[config.mk]
export PLATFORM = sky130hd
export DESIGN_NAME = keypad_code_lock_fsm
export DESIGN_NICKNAME = d
export VERILOG_FILES = /design/src/rtl/kcl_pkg.sv /design/src/rtl/kcl_step.sv /design/src/rtl/kcl_out_stage.sv /design/src/rtl/keypad_code_lock_fsm.sv
export SDC_FILE = /design/constraint.sdc
export NUM_CORES = 1
export LEC_CHECK = 0
export BUFFER_PORTS_ARGS = -buffer_cell sky130_fd_sc_hd__buf_2
export CAP_MARGIN = 5
export CORE_ASPECT_RATIO = 1.1
export CORE_MARGIN = 2
export CORE_UTILIZATION = 55
export CTS_BUF_LIST = sky130_fd_sc_hd__clkbuf_4 sky130_fd_sc_hd__clkbuf_8 sky130_fd_sc_hd__clkbuf_16
export DETAILED_ROUTE_END_ITERATION = 10
export PLACE_DENSITY = 0.76
export SYNTH_ARGS = -nofsm -noshare
export SYNTH_HDL_FRONTEND = slang
export SYNTH_SLANG_ARGS = --single-unit
[constraint.sdc]
create_clock -name clk -period 2.7 [get_ports clk]
set_input_delay 0.405 -clock clk [delete_from_list [all_inputs] [get_ports clk]]
set_output_delay 0.405 -clock clk [all_outputs]
set_load 0.05 [all_outputs]
[src/rtl/kcl_pkg.sv]
// ----------------------------------------------------------------------------
// kcl_pkg
// Shared types, constants and helpers for the keypad code lock.
// ----------------------------------------------------------------------------
package kcl_pkg;

    // Digits in one code; a code is held as BCD, first digit in the top nibble.
    localparam int CODE_DIGITS = 4;
    localparam int CODE_W      = 4 * CODE_DIGITS;

    localparam int KEY_W = 4;
    localparam int EV_W  = 3;
    localparam int CNT_W = 3;
    localparam int CFG_W = 16;

    // Count value at which the next digit completes a code.
    localparam logic [CNT_W-1:0] CNT_LAST = CNT_W'(CODE_DIGITS - 1);

    localparam logic [KEY_W-1:0] KEY_LAST_DIGIT = 4'd9;
    localparam logic [KEY_W-1:0] KEY_ADMIN      = 4'd10;
    localparam logic [KEY_W-1:0] KEY_CLEAR      = 4'd12;

    localparam logic [CFG_W-1:0] USER_CODE_RST = 16'h1234;

    typedef enum logic [EV_W-1:0] {
        EV_DIGIT    = 3'd0,
        EV_GRANTED  = 3'd1,
        EV_WRONG    = 3'd2,
        EV_APROMPT  = 3'd3,
        EV_ADMINOK  = 3'd4,
        EV_NEWDIGIT = 3'd5,
        EV_CHANGED  = 3'd6,
        EV_CLEARED  = 3'd7
    } event_t;

    // Lock state carried from one key to the next.
    typedef struct packed {
        logic [CODE_W-1:0] user_code;
        logic [CODE_W-1:0] entry_digits;
        logic [CNT_W-1:0]  entry_count;
        logic              admin_mode;
        logic              new_code_phase;
    } lock_state_t;

    // One key's outcome towards the result register.
    typedef struct packed {
        logic             has_res;
        event_t           ev;
        logic             admin_active;
        logic [CNT_W-1:0] digits_held;
    } step_res_t;

    // 16-bit BCD word fitted to the code width (zero-extend or truncate).
    function automatic logic [CODE_W-1:0] fit_code(input logic [CFG_W-1:0] val);
        logic [CODE_W+CFG_W-1:0] ext;
        begin
            ext = {{CODE_W{1'b0}}, val};
            return ext[CODE_W-1:0];
        end
    endfunction

endpackage

[src/rtl/kcl_step.sv]
// ----------------------------------------------------------------------------
// kcl_step
// Next-state and event decode for one key press.
// ----------------------------------------------------------------------------
module kcl_step
(
    input  logic [kcl_pkg::KEY_W-1:0]  key,
    input  kcl_pkg::lock_state_t       cur,
    input  logic [kcl_pkg::CODE_W-1:0] admin_cmp,
    output kcl_pkg::lock_state_t       nxt,
    output kcl_pkg::step_res_t         res
);

    logic                       is_digit;
    logic                       last_digit;
    logic [kcl_pkg::CODE_W-1:0] shifted;

    assign is_digit   = (key <= kcl_pkg::KEY_LAST_DIGIT);
    assign last_digit = (cur.entry_count == kcl_pkg::CNT_LAST);
    assign shifted    = (cur.entry_digits << 4) | kcl_pkg::CODE_W'(key);

    always_comb
    begin
        nxt         = cur;
        res.has_res = 1'b0;
        res.ev      = kcl_pkg::EV_DIGIT;

        if (is_digit)
        begin
            nxt.entry_digits = shifted;
            res.has_res      = 1'b1;
            if (!last_digit)
            begin
                nxt.entry_count = cur.entry_count + 1'b1;
                res.ev = cur.new_code_phase ? kcl_pkg::EV_NEWDIGIT : kcl_pkg::EV_DIGIT;
            end
            else
            begin
                nxt.entry_count = '0;
                priority if (cur.new_code_phase)
                begin
                    nxt.user_code      = shifted;
                    nxt.new_code_phase = 1'b0;
                    nxt.admin_mode     = 1'b0;
                    res.ev             = kcl_pkg::EV_CHANGED;
                end
                else if (!cur.admin_mode)
                begin
                    res.ev = (shifted == cur.user_code) ? kcl_pkg::EV_GRANTED
                                                        : kcl_pkg::EV_WRONG;
                end
                else if (shifted == admin_cmp)
                begin
                    nxt.new_code_phase = 1'b1;
                    res.ev             = kcl_pkg::EV_ADMINOK;
                end
                else
                begin
                    res.ev = kcl_pkg::EV_WRONG;
                end
            end
        end
        else if (!cur.new_code_phase)
        begin
            // non-digit keys are dead while a new code is being keyed
            if (key == kcl_pkg::KEY_ADMIN)
            begin
                nxt.admin_mode  = 1'b1;
                nxt.entry_count = '0;
                res.has_res     = 1'b1;
                res.ev          = kcl_pkg::EV_APROMPT;
            end
            else if (key == kcl_pkg::KEY_CLEAR)
            begin
                nxt.entry_count = '0;
                res.has_res     = 1'b1;
                res.ev          = kcl_pkg::EV_CLEARED;
            end
        end

        res.admin_active = nxt.admin_mode;
        res.digits_held  = nxt.entry_count;
    end

endmodule

[src/rtl/kcl_out_stage.sv]
// ----------------------------------------------------------------------------
// kcl_out_stage
// Result register with valid/stall handshake.
// ----------------------------------------------------------------------------
module kcl_out_stage
(
    input  logic                           clk,
    input  logic                           rst_n,
    input  logic                           load,
    input  kcl_pkg::step_res_t             res,
    output logic                           can_load,
    output logic                           out_valid,
    input  logic                           out_stall,
    output logic [kcl_pkg::EV_W-1:0]       event_res,
    output logic                           admin_active,
    output logic [kcl_pkg::CNT_W-1:0]      digits_held
);

    logic                         valid_reg;
    logic                         valid_next;
    logic [kcl_pkg::EV_W-1:0]     ev_reg;
    logic                         admin_reg;
    logic [kcl_pkg::CNT_W-1:0]    held_reg;

    // free when empty or being drained this cycle
    assign can_load = !valid_reg || !out_stall;

    always_comb
    begin
        valid_next = valid_reg;
        if (load)
            valid_next = 1'b1;
        else if (valid_reg && !out_stall)
            valid_next = 1'b0;
    end

    always_ff @(posedge clk or negedge rst_n)
    begin
        if (!rst_n)
            valid_reg <= 1'b0;
        else
            valid_reg <= valid_next;
    end

    always_ff @(posedge clk)
    begin
        if (load)
        begin
            ev_reg    <= res.ev;
            admin_reg <= res.admin_active;
            held_reg  <= res.digits_held;
        end
    end

    assign out_valid    = valid_reg;
    assign event_res    = ev_reg;
    assign admin_active = admin_reg;
    assign digits_held  = held_reg;

endmodule

[src/rtl/keypad_code_lock_fsm.sv]
// ----------------------------------------------------------------------------
// keypad_code_lock_fsm
// Keypad code lock with user access check and admin-driven code change.
// ----------------------------------------------------------------------------
//  channel  | handshake                  | payload
//  ---------+----------------------------+------------------------------------
//  in       | in_valid / in_stall        | key_code
//  out      | out_valid / out_stall      | event_res, admin_active, digits_held
//  config   | admin_code_we (no wait)    | admin_code
//
//  One key request per cycle while out_stall is low; an accepted request passes
//  through the input register, then the result register.
//  B, D, star and hash, and non-digit keys during new-code entry, update
//  nothing and yield no result request.
//  Reset: user code 1234, admin code 0, buffer and count empty, flags clear.
//  A stalled result holds; the input register still takes one more request,
//  after which in_stall rises until the result is taken.
// ----------------------------------------------------------------------------
module keypad_code_lock_fsm
(
    input  logic                           clk,
    input  logic                           rst_n,
    // key requests
    input  logic                           in_valid,
    output logic                           in_stall,
    input  logic [kcl_pkg::KEY_W-1:0]      key_code,
    // results
    output logic                           out_valid,
    input  logic                           out_stall,
    output logic [kcl_pkg::EV_W-1:0]       event_res,
    output logic                           admin_active,
    output logic [kcl_pkg::CNT_W-1:0]      digits_held,
    // admin code register
    input  logic                           admin_code_we,
    input  logic [kcl_pkg::CFG_W-1:0]      admin_code
);

    // input register
    logic                         key_valid_reg;
    logic                         key_valid_next;
    logic [kcl_pkg::KEY_W-1:0]    key_reg;

    // lock state and admin code
    kcl_pkg::lock_state_t         state_reg;
    kcl_pkg::lock_state_t         state_next;
    logic [kcl_pkg::CFG_W-1:0]    admin_code_reg;

    kcl_pkg::step_res_t           step_res;
    logic                         out_free;
    logic                         advance;
    logic                         in_take;

    // the held key is consumed once the result register can take its outcome
    assign advance  = key_valid_reg && out_free;
    assign in_stall = key_valid_reg && !out_free;
    assign in_take  = in_valid && !in_stall;

    always_comb
    begin
        key_valid_next = key_valid_reg;
        if (in_take)
            key_valid_next = 1'b1;
        else if (advance)
            key_valid_next = 1'b0;
    end

    always_ff @(posedge clk or negedge rst_n)
    begin
        if (!rst_n)
            key_valid_reg <= 1'b0;
        else
            key_valid_reg <= key_valid_next;
    end

    always_ff @(posedge clk)
    begin
        if (in_take)
            key_reg <= key_code;
    end

    // admin code: to be written only while idle; the block does not enforce this
    always_ff @(posedge clk or negedge rst_n)
    begin
        if (!rst_n)
            admin_code_reg <= '0;
        else if (admin_code_we)
            admin_code_reg <= admin_code;
    end

    kcl_step u_step
    (
        .key       (key_reg),
        .cur       (state_reg),
        .admin_cmp (kcl_pkg::fit_code(admin_code_reg)),
        .nxt       (state_next),
        .res       (step_res)
    );

    // state moves only when a key is consumed
    always_ff @(posedge clk or negedge rst_n)
    begin
        if (!rst_n)
        begin
            state_reg.user_code      <= kcl_pkg::fit_code(kcl_pkg::USER_CODE_RST);
            state_reg.entry_digits   <= '0;
            state_reg.entry_count    <= '0;
            state_reg.admin_mode     <= 1'b0;
            state_reg.new_code_phase <= 1'b0;
        end
        else if (advance)
        begin
            state_reg <= state_next;
        end
    end

    kcl_out_stage u_out
    (
        .clk          (clk),
        .rst_n        (rst_n),
        .load         (advance && step_res.has_res),
        .res          (step_res),
        .can_load     (out_free),
        .out_valid    (out_valid),
        .out_stall    (out_stall),
        .event_res    (event_res),
        .admin_active (admin_active),
        .digits_held  (digits_held)
    );

endmodule

==> flow_summary.toml, run 1 <==
[routing]
viasPerCell = 5.47
route.detailed.drc = 0
drt-total-wl_um = 4950
detail_route.wl_per_cell_um = 15.9
ant_nets = 0
dr_total_vias = 1702
drt_iter0_drc = 105
drt-pass1-iter-count = 4

[finish]
nets = 274
final_design_area_no_fill_um2 = 3210
antenna_cells = 0
drive_above_1_share_pct = 40.7
area_delta_synth_final_pct = 13.8
final_common_cell = "dfrtp_1"
fill_cells = 395
final_cell_mix = "dfrtp_1 (46), mux2_2 (43), buf_2 (33)"
largest_reg_flops = 33

[critical_path]
timing.rr.end = "u_out.event_res[2]"
critPathLaunch = "state_reg[7]"
critical_path_class = "reg -> reg"
crit_path_end_kind = "flip-flop"
path_max_fanout = 5
cp-endpoint = "u_out.event_res[2]"
path_cells = "xnor2_1 -> nand4_1 -> nor4_1 -> or3b_4 -> o31ai_1"
worstPathRequired_ns = 2.85
ff2ff_setup_slack_ns = 0.65
cp-start-kind = "flip-flop"
slowest_stage = "dfrtp_1"
r2r_start = "state_reg[7]"
r2r.worst_path.cells = 5
crit_arrival_ns = 2.20
worst_path_largest_cell_delay_ns = 0.46

[yosys]
synth_xor_area_share_pct = 10.3
synth_top_area_share_pct = 40.8
synth-seq-cells = 62
synthesis.instances = 210
synth_top_family_by_area = "multiplexers"
yosysSeqAreaShare_pct = 57.2
yosysTopAreaCell = "dfrtp_1"
synth_area_um2 = 2820
yosysWarnings = 0
syn-num-nets = 236
avgSynthCellArea_um2 = 13.4
yosys.area_share.simple_pct = 8.34
muxShareOfSynthArea_pct = 17.5
yosys-top-cells-area = "dfrtp_1 (41%), mux2_2 (17%), edfxtp_1 (12%)"
yosysUniqueCellTypes = 39
synth_adder_area_share_pct = 0.444
synth_compound_area_share_pct = 4.22

[sta]
max_freq_mhz = 488
finalHoldViolCount = 0
slew_headroom_pct = 69.9
layout_setup_ws_ns = 0.653
skew_ns = 0.00750
worst_pin_slew_ns = 0.451
fin_tns_setup_ns = 0
slew_violations = 0
setup_viol = 0
rsz0062_at_grt = "false"
period_minus_slack_ns = 2.05
min_period_over_period_pct = 75.8

[global_route]
grt_max_degree = 52
grt_pass1_wl_um = 8360
antenna_found_initial = 0
grt_pass1_vias = 1807
grt_overflow = 0
grtUsageTotal_pct = 19.8

[clocking]
cts_resized = 0
numCtsBuffers = 9
hold_buffers = 0
clkTransAtPathRegs_ns = 0.07
tritoncts = "built"
cts_max_level = 3
postCtsSetupBuffers = 0
clk_latency_ns = 0.34
clockBufferDepth = 2
clock-sinks = 62
clock-root-buffer = "clkbuf_8"

[hold_path]
hold_path.class = "in -> async"

[place]
place.gp.congestion = 0.776
dp_slack_ns = 0.678
io_buffers = 33
placed_cell_area_um2 = 3040
place_hpwl_um = 3420

[power]
fin_total_pwr_mw = 2.50
power_density_nw_per_um2 = 779
ir_drop_uv = 482
p_leak_nw = 1.49

[floorplanning]
dieWidth_um = 72.3
core_area_um2 = 4970
die_area_um2 = 5710
boundaryPins = 34
core.rowCount = 27
initial_core_util_pct = 56.8
die_y_um = 79.1

[run_status]
status = "finished clean"

[flow_run]
cap_viol_max_count = 0
==> cell usage after synthesis <==
library cell  number
a32o_1             1
a21o_1             2
a21oi_1            1
o21ai_0            6
mux2_2            43
nand2_2            1
nand2_1           14
nor2_1             4
buf_2              3
nand4_1            2
or3b_4             1
o31a_1             1
nor4_1             5
buf_1              1
nor3_1             1
mux2i_1            1
dfrtp_1           46
xor2_1            25
and3_1             1
xnor2_1            8
edfxtp_1          11
nand3_2            1
nand2b_1           2
and2_1             3
o31ai_1            1
and3b_2            1
buf_6              1
inv_1              4
nor4_2             1
a2bb2oi_1          1
nand3_1            3
nor4b_1            1
nor3b_1            1
ha_1               1
o41ai_2            1
o2bb2ai_1          1
a22o_1             1
dfstp_2            5
clkbuf_1           3
==> layout make-up <==
class	instances	area, µm²	area share (%)
clock buffer	13	154	4.80
multi-input combinational	136	1150	35.8
sequential	62	1610	50.3
clock inverter	3	12.5	0.390
timing repair buffer	35	193	6.00
inverter	4	15.0	0.468
tap	58	72.6	2.26
==> worst min path at each step <==
stage,from,to,depth (start not counted)
finish,rst_n,admin_code_reg[4],2
floorplan,rst_n,admin_code_reg[0],0
global route,rst_n,state_reg[24],2
detailed placement,rst_n,admin_code_reg[4],2
global placement,rst_n,admin_code_reg[4],2
CTS,rst_n,state_reg[3],2
==> layer usage <==
| layer | global-route usage, % | vias up | wire (µm) |
|---|---|---|---|
| met5 | 0 | - | 0 |
| met4 | 10.8 | 0 | 166 |
| met3 | 6.22 | 14 | 197 |
| met2 | 31.0 | 36 | 2350 |
| met1 | 24.1 | 838 | 2230 |
| li1 | - | 814 | - |
==> kinds of logic (layout without fill, tap and decap cells) <==
| logic type | after synthesis | after routing |
|---|---|---|
| flops | 62 | 62 |
| compound gates | 16 | 16 |
| simple gates | 42 | 42 |
| xor+xnor | 33 | 33 |
| fa+ha+maj | 1 | 1 |
| buf+inv | 12 | 55 |
| mux | 44 | 44 |
==> report_power, final <==
group          leakage [nW]  total [mW]  internal [mW]  switching [mW]
combinational         0.670       0.537          0.254           0.282
sequential            0.726        1.28           1.11           0.171
clock                0.0902       0.688          0.366           0.321
total                  1.49        2.50           1.73           0.775
==> metrics by stage <==
stage                     instances  hold WS, ns  util [%]
after floorplan                 210        0.109         -
final                           311       0.0509      64.6
after global routing            311       0.0729      64.6
after CTS                       311       0.0521      64.6
after detailed placement        295        0.420      61.3
after global placement          295        0.415      61.3
==> worst max-delay path, delay by kind of cell (launching register included) <==
kind            cells  cell delay [ns]
simple gates        3             1.01
xor+xnor            1             0.17
flops               1             0.46
compound gates      1             0.22
Note: power is estimated with default switching activity, not from simulation.
==> inputs of run 2 (changes only) <==
- CORE_UTILIZATION: 55 -> 52
- PLACE_DENSITY: 0.76 -> 0.75
- clock period: 2.7 -> 1.7 ns (I/O delays scaled with it)
==> run 2 against run 1 <==
  * The flow now finishes with violations (setup timing)
  * Critical path depth unchanged
  * Design area grew 12%
  * Sequential share of layout area is 5.4 points lower
  * Clock power up 79%
  * Clock skew grew 0.0027 ns
  * Count of clock-buffer cells in the layout shrank 2
  * Critical path type unchanged
  * Worst hold slack better by 0.039 ns
  * Die area rose by 5.5%
  * Cell count grew 15%
  * Via count up 7.4%
  * Non-clock buffer count up 31
==> flow_summary.toml, run 2 (synthesis gave the netlist of run 1 again) <==
[run_status]
status = "finished, violations left"
violations = "setup timing"

[clocking]
clockBufferDepth = 2
clkTransAtPathRegs_ns = 0.07
clock-root-buffer = "clkbuf_8"
clock-sinks = 62
numCtsBuffers = 9
tritoncts = "built"
cts_max_level = 3
clk_latency_ns = 0.34

[finish]
area_delta_synth_final_pct = 27.8
final_util_pct = 68.1
fill_cells = 377
drive_above_1_share_pct = 52.5
largest_reg_flops = 33
final_cell_mix = "dfrtp_1 (44), mux2_2 (43), buf_2 (33)"
final_common_cell = "dfrtp_1"
final_design_area_no_fill_um2 = 3600
antenna_cells = 0
nets = 305
final_cells = 359

[global_route]
grt_max_degree = 52
grt_pass1_vias = 1848
antenna_found_initial = 0
grt_pass1_wl_um = 8690
grt_overflow = 0
grtUsageTotal_pct = 19.9

[routing]
dr_total_vias = 1828
drt-pass1-iter-count = 4
routed.top_layer = "met4"
drt_iter0_drc = 108
viasPerCell = 5.09
drt-total-wl_um = 5250
wl_met1_um = 2380
route.met2.wl_um = 2590
wl_met3_um = 176
route.detailed.drc = 0
ant_nets = 0
detail_route.wl_per_cell_um = 14.6

[critical_path]
crit_path_end_kind = "flip-flop"
ff2ff_setup_slack_ns = -0.05
critical_path_class = "reg -> reg"
crit_arrival_ns = 1.93
cp-start-kind = "flip-flop"
path_max_fanout = 3
worstPathRequired_ns = 1.87

[place]
placed_cell_area_um2 = 3270
place_hpwl_um = 3630
place.gp.congestion = 0.788
dp_cells = 336
dp_slack_ns = -0.179
io_buffers = 33

[sta]
slew_violations = 0
setup_viol = 4
skew_ns = 0.0102
period_minus_slack_ns = 1.75
fin_tns_setup_ns = -0.0995
rsz0062_at_grt = "true"
min_period_over_period_pct = 103
hold_slack_ns = 0.0902
slew_headroom_pct = 76.4
max_freq_mhz = 570
finalHoldViolCount = 0
layout_setup_ws_ns = -0.0546
worst_pin_slew_ns = 0.354

[floorplanning]
boundaryPins = 34
dieWidth_um = 74.2
core_area_um2 = 5290
die_area_um2 = 6030
initial_core_util_pct = 53.3
core.rowCount = 28
die_y_um = 81.2

[power]
ir_drop_uv = 726
p_switching_mw = 1.35
power_density_nw_per_um2 = 1220
power.internal_mw = 3.04
switching_share_pct = 30.7
p_comb_share_pct = 27.5
fin_total_pwr_mw = 4.39
pwr-share-clk_pct = 28.1
p_leak_nw = 1.67
pwr-share-seq_pct = 44.4

[flow_run]
cap_viol_max_count = 0

[hold_path]
hold_path.class = "in -> reg"
-- run 2: path summary, 6_finish.rpt --
path	from	endpoint	cells past startpoint
hold / removal	key_code[0]	key_reg[0]	1
setup reg to reg	key_reg[0]	u_out.event_res[2]	5
max in group asynchronous	rst_n	state_reg[23]	3
setup / recovery	key_reg[0]	u_out.event_res[2]	5
hold reg to reg	state_reg[4]	state_reg[4]	1
min in group asynchronous	rst_n	state_reg[28]	3
-- run 2: area by class of cell --
class	count	area, µm²	area share [%]
Inverter	4	20.0	0.556
Timing Repair Buffer	66	468	13.0
Tap cell	75	93.8	2.61
Multi-Input combinational cell	136	1220	33.8
Clock inverter	5	50.0	1.39
Sequential cell	62	1620	44.8
Clock buffer	11	139	3.86
-- run 2: worst max-delay path, cell delays in order (launching register included) --
cell and delay (ns):
edfxtp_1 0.46, xor2_1 0.18, nor4_2 0.26, nand2_1 0.10, or3b_4 0.40, o31ai_2 0.18
-- run 2: timing repair --
action | 4_1_cts | 5_1_grt
setup endpoints to repair | 5 | 30
pin swaps | 11 | 8
setup buffers | 3 | 3
hold endpoints to repair | 46 | 0
resized for setup | 7 | 17
hold buffers | 1 | 0
-- run 2: layer usage --
metal | vias up | global-route usage, %
li1 | 879 | -
met1 | 899 | 26.1
met2 | 39 | 30.9
met3 | 11 | 5.58
met4 | 0 | 8.73
met5 | - | 0
-- run 2: power groups by stage --
stage	Clock (mW)	Sequential, mW	Combinational, mW
final	1.23	1.95	1.20
after global placement	0	1.96	1.07
after global routing	1.31	1.98	1.32
after floorplan	0	2.07	0.582
after detailed placement	0	1.97	1.10
after CTS	1.26	1.95	1.14
